===== src/hdl/rcf_pkg.sv =====
package rcf_pkg;

	localparam int DEPTH_DEFAULT = 1024;
	localparam int VALUE_W = 32;
	localparam int COUNT_W = 11;
	localparam int CAP_W = 12;
	localparam int START_W = 11;

	localparam logic [CAP_W-1:0] CAP_MAX = 12'd4095;
	localparam logic [CAP_W-1:0] CAP_EMPTY = 12'd2;
	localparam logic [CAP_W-1:0] CAP_MIN = 12'd1;
	localparam logic [CAP_W-1:0] CAP_RESET = 12'd2;

	typedef enum logic [2:0] {
		OP_ENQUEUE    = 3'd0,
		OP_DEQUEUE    = 3'd1,
		OP_PEEK_FRONT = 3'd2,
		OP_PEEK_BACK  = 3'd3,
		OP_CLEAR      = 3'd4
	} op_t;

	typedef enum logic [1:0] {
		ST_OK    = 2'd0,
		ST_EMPTY = 2'd1,
		ST_FULL  = 2'd2
	} status_t;

	typedef struct packed {
		logic [2:0]                opcode;
		logic signed [VALUE_W-1:0] item_value;
	} in_word_t;

	typedef struct packed {
		logic signed [VALUE_W-1:0] result_value;
		logic [1:0]                status;
		logic [COUNT_W-1:0]        item_count;
		logic [CAP_W-1:0]          logical_capacity;
	} out_word_t;

endpackage


===== src/hdl/rcf_ctrl.sv =====
module rcf_ctrl #(
	parameter int DEPTH = rcf_pkg::DEPTH_DEFAULT,
	parameter int AW = $clog2(DEPTH),
	parameter int CW = $clog2(DEPTH + 1)
) (
	input  logic                        clk,
	input  logic                        arst_n,
	input  logic                        accept,
	input  rcf_pkg::in_word_t           in_data,
	input  logic                        cfg_wen,
	input  logic [rcf_pkg::START_W-1:0] cfg_wdata,
	output logic                        mem_we,
	output logic                        mem_re,
	output logic [AW-1:0]               mem_addr,
	output logic [rcf_pkg::VALUE_W-1:0] mem_wdata,
	output logic                        use_mem,
	output rcf_pkg::out_word_t          res
);

	localparam int CMPW = (CW + 2 > rcf_pkg::CAP_W) ? CW + 2 : rcf_pkg::CAP_W;
	localparam logic [AW:0] DEPTH_W = (AW + 1)'(DEPTH);
	localparam logic [CW-1:0] DEPTH_C = CW'(DEPTH);
	localparam logic [CW-1:0] ONE_C = CW'(1);

	logic [AW-1:0]               head_q, head_d;
	logic [CW-1:0]               count_q, count_d;
	logic [rcf_pkg::CAP_W-1:0]   cap_q, cap_d;
	logic [AW-1:0]               tail_addr, next_head, last_addr;
	logic [CW-1:0]               count_dec;
	logic [rcf_pkg::CAP_W:0]     cap_dbl;
	logic [rcf_pkg::CAP_W-1:0]   start_cap;
	logic                        is_empty;

	function automatic logic [AW-1:0] wrap_add(input logic [AW-1:0] base,
			input logic [AW-1:0] off);
		logic [AW:0] sum;
		sum = {1'b0, base} + {1'b0, off};
		if (sum >= DEPTH_W) begin
			sum = sum - DEPTH_W;
		end
		return sum[AW-1:0];
	endfunction

	assign count_dec = count_q - ONE_C;
	assign tail_addr = wrap_add(head_q, count_q[AW-1:0]);
	assign last_addr = wrap_add(head_q, count_dec[AW-1:0]);
	assign next_head = wrap_add(head_q, AW'(1));
	assign is_empty = (count_q == '0);
	assign cap_dbl = {cap_q, 1'b0};
	assign start_cap = (cfg_wdata == '0) ? rcf_pkg::CAP_MIN
		: rcf_pkg::CAP_W'(cfg_wdata);

	always_comb begin
		head_d = head_q;
		count_d = count_q;
		cap_d = cap_q;
		mem_we = 1'b0;
		mem_re = 1'b0;
		mem_addr = head_q;
		mem_wdata = in_data.item_value;
		use_mem = 1'b0;
		res.result_value = '0;
		res.status = rcf_pkg::ST_OK;
		case (rcf_pkg::op_t'(in_data.opcode))
			rcf_pkg::OP_ENQUEUE: begin
				if (count_q == DEPTH_C) begin
					res.status = rcf_pkg::ST_FULL;
				end else begin
					if (CMPW'(count_q) == CMPW'(cap_q)) begin
						cap_d = (cap_dbl > {1'b0, rcf_pkg::CAP_MAX}) ? rcf_pkg::CAP_MAX
							: cap_dbl[rcf_pkg::CAP_W-1:0];
					end
					mem_we = accept;
					mem_addr = tail_addr;
					count_d = count_q + ONE_C;
				end
			end
			rcf_pkg::OP_DEQUEUE: begin
				if (is_empty) begin
					res.result_value = '1;
					res.status = rcf_pkg::ST_EMPTY;
				end else begin
					mem_re = accept;
					use_mem = 1'b1;
					mem_addr = head_q;
					if (count_q == ONE_C) begin
						head_d = '0;
						count_d = '0;
						cap_d = rcf_pkg::CAP_EMPTY;
					end else begin
						head_d = next_head;
						count_d = count_dec;
						if ({CMPW'(count_dec), 2'b00} <= {2'b00, CMPW'(cap_q)}) begin
							cap_d = cap_q >> 1;
						end
					end
				end
			end
			rcf_pkg::OP_PEEK_FRONT, rcf_pkg::OP_PEEK_BACK: begin
				if (is_empty) begin
					res.result_value = '1;
					res.status = rcf_pkg::ST_EMPTY;
				end else begin
					mem_re = accept;
					use_mem = 1'b1;
					mem_addr = (in_data.opcode == rcf_pkg::OP_PEEK_FRONT) ? head_q
						: last_addr;
				end
			end
			rcf_pkg::OP_CLEAR: begin
				head_d = '0;
				count_d = '0;
				cap_d = rcf_pkg::CAP_EMPTY;
			end
			default: begin
			end
		endcase
		res.item_count = rcf_pkg::COUNT_W'(count_d);
		res.logical_capacity = cap_d;
	end

	always_ff @(posedge clk or negedge arst_n) begin
		if (!arst_n) begin
			head_q <= '0;
			count_q <= '0;
			cap_q <= rcf_pkg::CAP_RESET;
		end else if (cfg_wen) begin
			head_q <= '0;
			count_q <= '0;
			cap_q <= start_cap;
		end else if (accept) begin
			head_q <= head_d;
			count_q <= count_d;
			cap_q <= cap_d;
		end
	end

	ap_count_bound: assert property (@(posedge clk) disable iff (!arst_n)
		count_q <= DEPTH_C)
		else $error("item count beyond storage depth");

	ap_cap_nonzero: assert property (@(posedge clk) disable iff (!arst_n)
		cap_q != '0)
		else $error("logical capacity reached zero");

	ap_one_access: assert property (@(posedge clk) disable iff (!arst_n)
		!(mem_we && mem_re))
		else $error("ring read and write in the same cycle");

	ap_clear_empties: assert property (@(posedge clk) disable iff (!arst_n)
		accept && !cfg_wen && in_data.opcode == rcf_pkg::OP_CLEAR
		|=> count_q == '0 && head_q == '0 && cap_q == rcf_pkg::CAP_EMPTY)
		else $error("clear left the queue non-empty");

endmodule


===== config.mk =====
export PLATFORM = sky130hd
export DESIGN_NAME = rcf_ctrl
export DESIGN_NICKNAME = d
export VERILOG_FILES = /design/src/hdl/rcf_pkg.sv /design/src/hdl/rcf_ctrl.sv
export SDC_FILE = /design/constraint.sdc
export NUM_CORES = 1
export LEC_CHECK = 0
export BUFFER_PORTS_ARGS = -buffer_cell sky130_fd_sc_hd__buf_2
export CORE_ASPECT_RATIO = 1.5
export CORE_UTILIZATION = 45
export CTS_CLUSTER_DIAMETER = 200
export DETAILED_ROUTE_END_ITERATION = 7
export PLACE_DENSITY = 0.77
export SYNTH_ARGS = -nofsm -noshare
export SYNTH_HDL_FRONTEND = slang
export SYNTH_SLANG_ARGS = --single-unit

===== constraint.sdc =====
create_clock -name clk -period 7.3 [get_ports clk]
set_input_delay 1.825 -clock clk [delete_from_list [all_inputs] [get_ports clk]]
set_output_delay 1.825 -clock clk [all_outputs]
set_load 0.05 [all_outputs]

==> reports/summary.log <==
qor: outcome.outcome finished, final reports clean
qor: setup_path.crit_path_max_incr_delay 0.54 ns
qor: routing.drt_drc_violations_left 0
qor: job.timing.max_cap.violations 0
qor: sta.postLayoutSetupSlackWorst 0.904 ns
qor: sta.timing.final.max_slew_violations 0
qor: global_route.gr-total-overflow 0
qor: sta.fin_worst_skew 0.00423 ns
qor: setup_path.worstPathArrival 4.57 ns
qor: sta.setup_repair_after_global_routing_missed_its_margin false
qor: global_route.first_pass_grt_wire_length 20.9 mm
qor: synth.synth_top_cells_by_area dfrtp_1 18%, buf_4 11%, ha_1 9.1%
qor: setup_path.crit_slowest_cell nor2_1
qor: placement.io_buffers 87
qor: cts.clock_buffer_count_from_cts 5
qor: routing.postRouteAntennaNets 0
qor: synth.synthTopCellsByCount 68 x nand2_1, 65 x buf_4, 44 x nor2_1
qor: routing.routed_via_density 6.26
qor: cells_and_area.area_growth_syn_to_layout 2.40%
qor: cells_and_area.fin_cells 694
qor: synth.cell_type_contributing_the_most_total_cell_area_after_synthesis dfrtp_1
qor: worst_hold_path.worst_hold_path_type reg -> reg
qor: sta.rel_slew_slack 38.2%
qor: synth.share_of_the_synthesized_area_in_the_top_cell_type 18.3%
qor: setup_path.critical_path.cell_chain inv_1, ha_1, nor3b_1, nand2_1, xnor2_1, ha_1, a21o_1, a21o_1, a221oi_1, o211ai_2, nor2_1, o21ai_0, nand2_1, buf_2
qor: setup_path.timing.critical_path.required 5.48 ns
qor: synth.postSynthNetCount 662
qor: cts.tritoncts built
qor: sta.highest_attainable_clock_frequency 156 MHz
qor: die.i_o_pin_cnt 152
qor: die.floorplan.core_area 9360 um^2
qor: placement.dp_worst_setup_slack 1.07 ns
qor: cts.cts.htree.levels 2
qor: sta.hold_viol 0
qor: placement.routabilityCongestion 0.950
qor: cts.tritoncts_num_sinks 33
qor: routing.routed_wl_per_cell 18.5 um
qor: placement.placed_cells 686
qor: synth.number_of_enable_type_register_cells_in_the_synthesized_netlist 0
qor: cells_and_area.antenna_cells 0
qor: synth.syn_area 4390 um^2
qor: global_route.grt_max_degree 41
qor: sta.hold_ws 0.583 ns
qor: cts.post_cts_buffers 0
qor: synth.async_flop_share 100%
qor: cells_and_area.share_of_post_route_cells_with_drive_strength_above_1 19.2%
qor: routing.drt-total-wl 12.9 mm
qor: cts.insertion_delay 0.29 ns
qor: synth.ys_dominant_reg_cell dfrtp_1
qor: sta.worstMarginPinSlew 0.924 ns
qor: placement.detailedPlacementHpwl 10.1 mm
qor: power.design_power_total 869 uW
qor: cells_and_area.finish.net_count 665
qor: synth.synth_most_common_cell nand2_1
qor: synth.ys_warn_count 0
qor: routing.vias 4341
qor: global_route.track_usage 27.4%
qor: cts.cts_buffer_depth 2
qor: setup_path.critical_path.endpoint_type output port
qor: synth.synth-seq-cells 33
qor: cts.clockRootBuffer clkbuf_16
qor: placement.dpl_cell_area 4350 um^2
qor: synth.syn-instance-count 578
qor: sta.final_period_minus_worst_setup_slack 6.40 ns
qor: cts.cts.reportedPaths.clkPinSlew 0.06 ns
qor: power.static-leakage-power 2.20 nW
qor: cts.cts.hold.buffers_added 0
qor: sta.min_period_over_period 87.6%
qor: die.chipHeight 123 um
qor: sta.setup_viol_count_final 0
qor: die.row_count 43
qor: setup_path.worstPathBufferInverterCount 2
qor: cts.cts_repair_resize_count 0
qor: routing.detailedRoute.firstIterationViolations 276
qor: cells_and_area.num-fill-cells 930
qor: die.floorplan.die_area 10200 um^2
qor: setup_path.cp_top_family simple AND/OR/NAND/NOR gates
qor: cells_and_area.final_util 48.0%
qor: synth.seq_area_frac_synth 18.9%
qor: setup_path.cp_max_fo 11
qor: setup_path.setup.worst_path.start_class register
qor: synth.yosys.cell_types.count 67
qor: setup_path.worstSetupPathType reg -> out
qor: sta.fin_setup_tns 0 ns
qor: synth.syn_avg_cell_area 7.59 um^2
qor: global_route.antenna_found_initial 0
qor: die.initial_core_utilization 46.9%
qor: routing.drt-pass1-iter-count 5
qor: global_route.grt_pass1_vias 4209
qor: die.die_width 82.6 um
qor: power.power_density 193 nW/um^2
qor: power.max-vdd-ir-drop 0.130 mV
qor: cells_and_area.final_standard_cell_area_without_fillers 4490 um^2
[sequential cells by signal, summed over array words and instances (netlist names)]
name / flops
count_q: 11
cap_q: 12
head_q: 10
[placed cells by master, fill, tap and decap left out, types with 11 or more instances in the layout]
cell,instances
xnor2_1,24
o21ai_0,20
a21oi_1,35
a31oi_1,13
nand2b_1,11
nor3_1,18
xor2_1,17
ha_1,32
nand2_1,68
dfrtp_1,32
o31ai_1,11
buf_2,87
nor2_1,44
inv_1,25
[report_power, final]
part | total, mW | switching (mW) | leakage (nW) | internal (mW)
combinational | 0.440 | 0.313 | 1.70 | 0.127
sequential | 0.222 | 0.0275 | 0.426 | 0.195
clock | 0.207 | 0.0808 | 0.0679 | 0.126
total | 0.869 | 0.422 | 2.20 | 0.447
[tightest hold or removal path, stage by stage, from the launching register on]
cell     delay [ns]
dfrtp_1        0.37
xnor2_1        0.13
nor2_1         0.04
[logic make-up after synthesis]
| family | count (synthesis) | synth area share (%) |
|---|---|---|
| compound gates | 144 | 22.8 |
| xor+xnor | 41 | 8.19 |
| fa+ha+maj | 34 | 10.0 |
| buf+inv | 120 | 16.6 |
| flops | 33 | 18.9 |
| mux | 6 | 1.37 |
| simple gates | 200 | 22.1 |
[area by class of cell]
class | instances | area, um^2 | share of cell area, %
Inverter | 27 | 101 | 2.26
Timing Repair Buffer | 89 | 450 | 10.0
Sequential cell | 33 | 827 | 18.4
Multi-Input combinational cell | 425 | 2840 | 63.1
Tap cell | 112 | 140 | 3.12
Clock inverter | 1 | 5.00 | 0.111
Clock buffer | 7 | 133 | 2.95
[metal layers]
layer	wire (um)	vias to the layer above	track usage [%]
met2	6520	227	47.0
li1	-	2018	-
met5	0	-	0
met4	913	0	20.0
met1	4710	2034	29.9
met3	720	62	3.84
[path summary, 6_finish.rpt]
path,startpoint,endpoint,slack [ns],depth (start not counted)
max,count_q[0],res[10],0.90,14
min,head_q[9],head_q[9],0.58,2
max reg2reg,count_q[0],cap_q[10],3.08,13
min reg2reg,head_q[9],head_q[9],0.58,2
max in group asynchronous,arst_n,count_q[0],5.18,1
min in group asynchronous,arst_n,cap_q[9],1.62,1
Note: power is estimated with default switching activity, not from simulation.
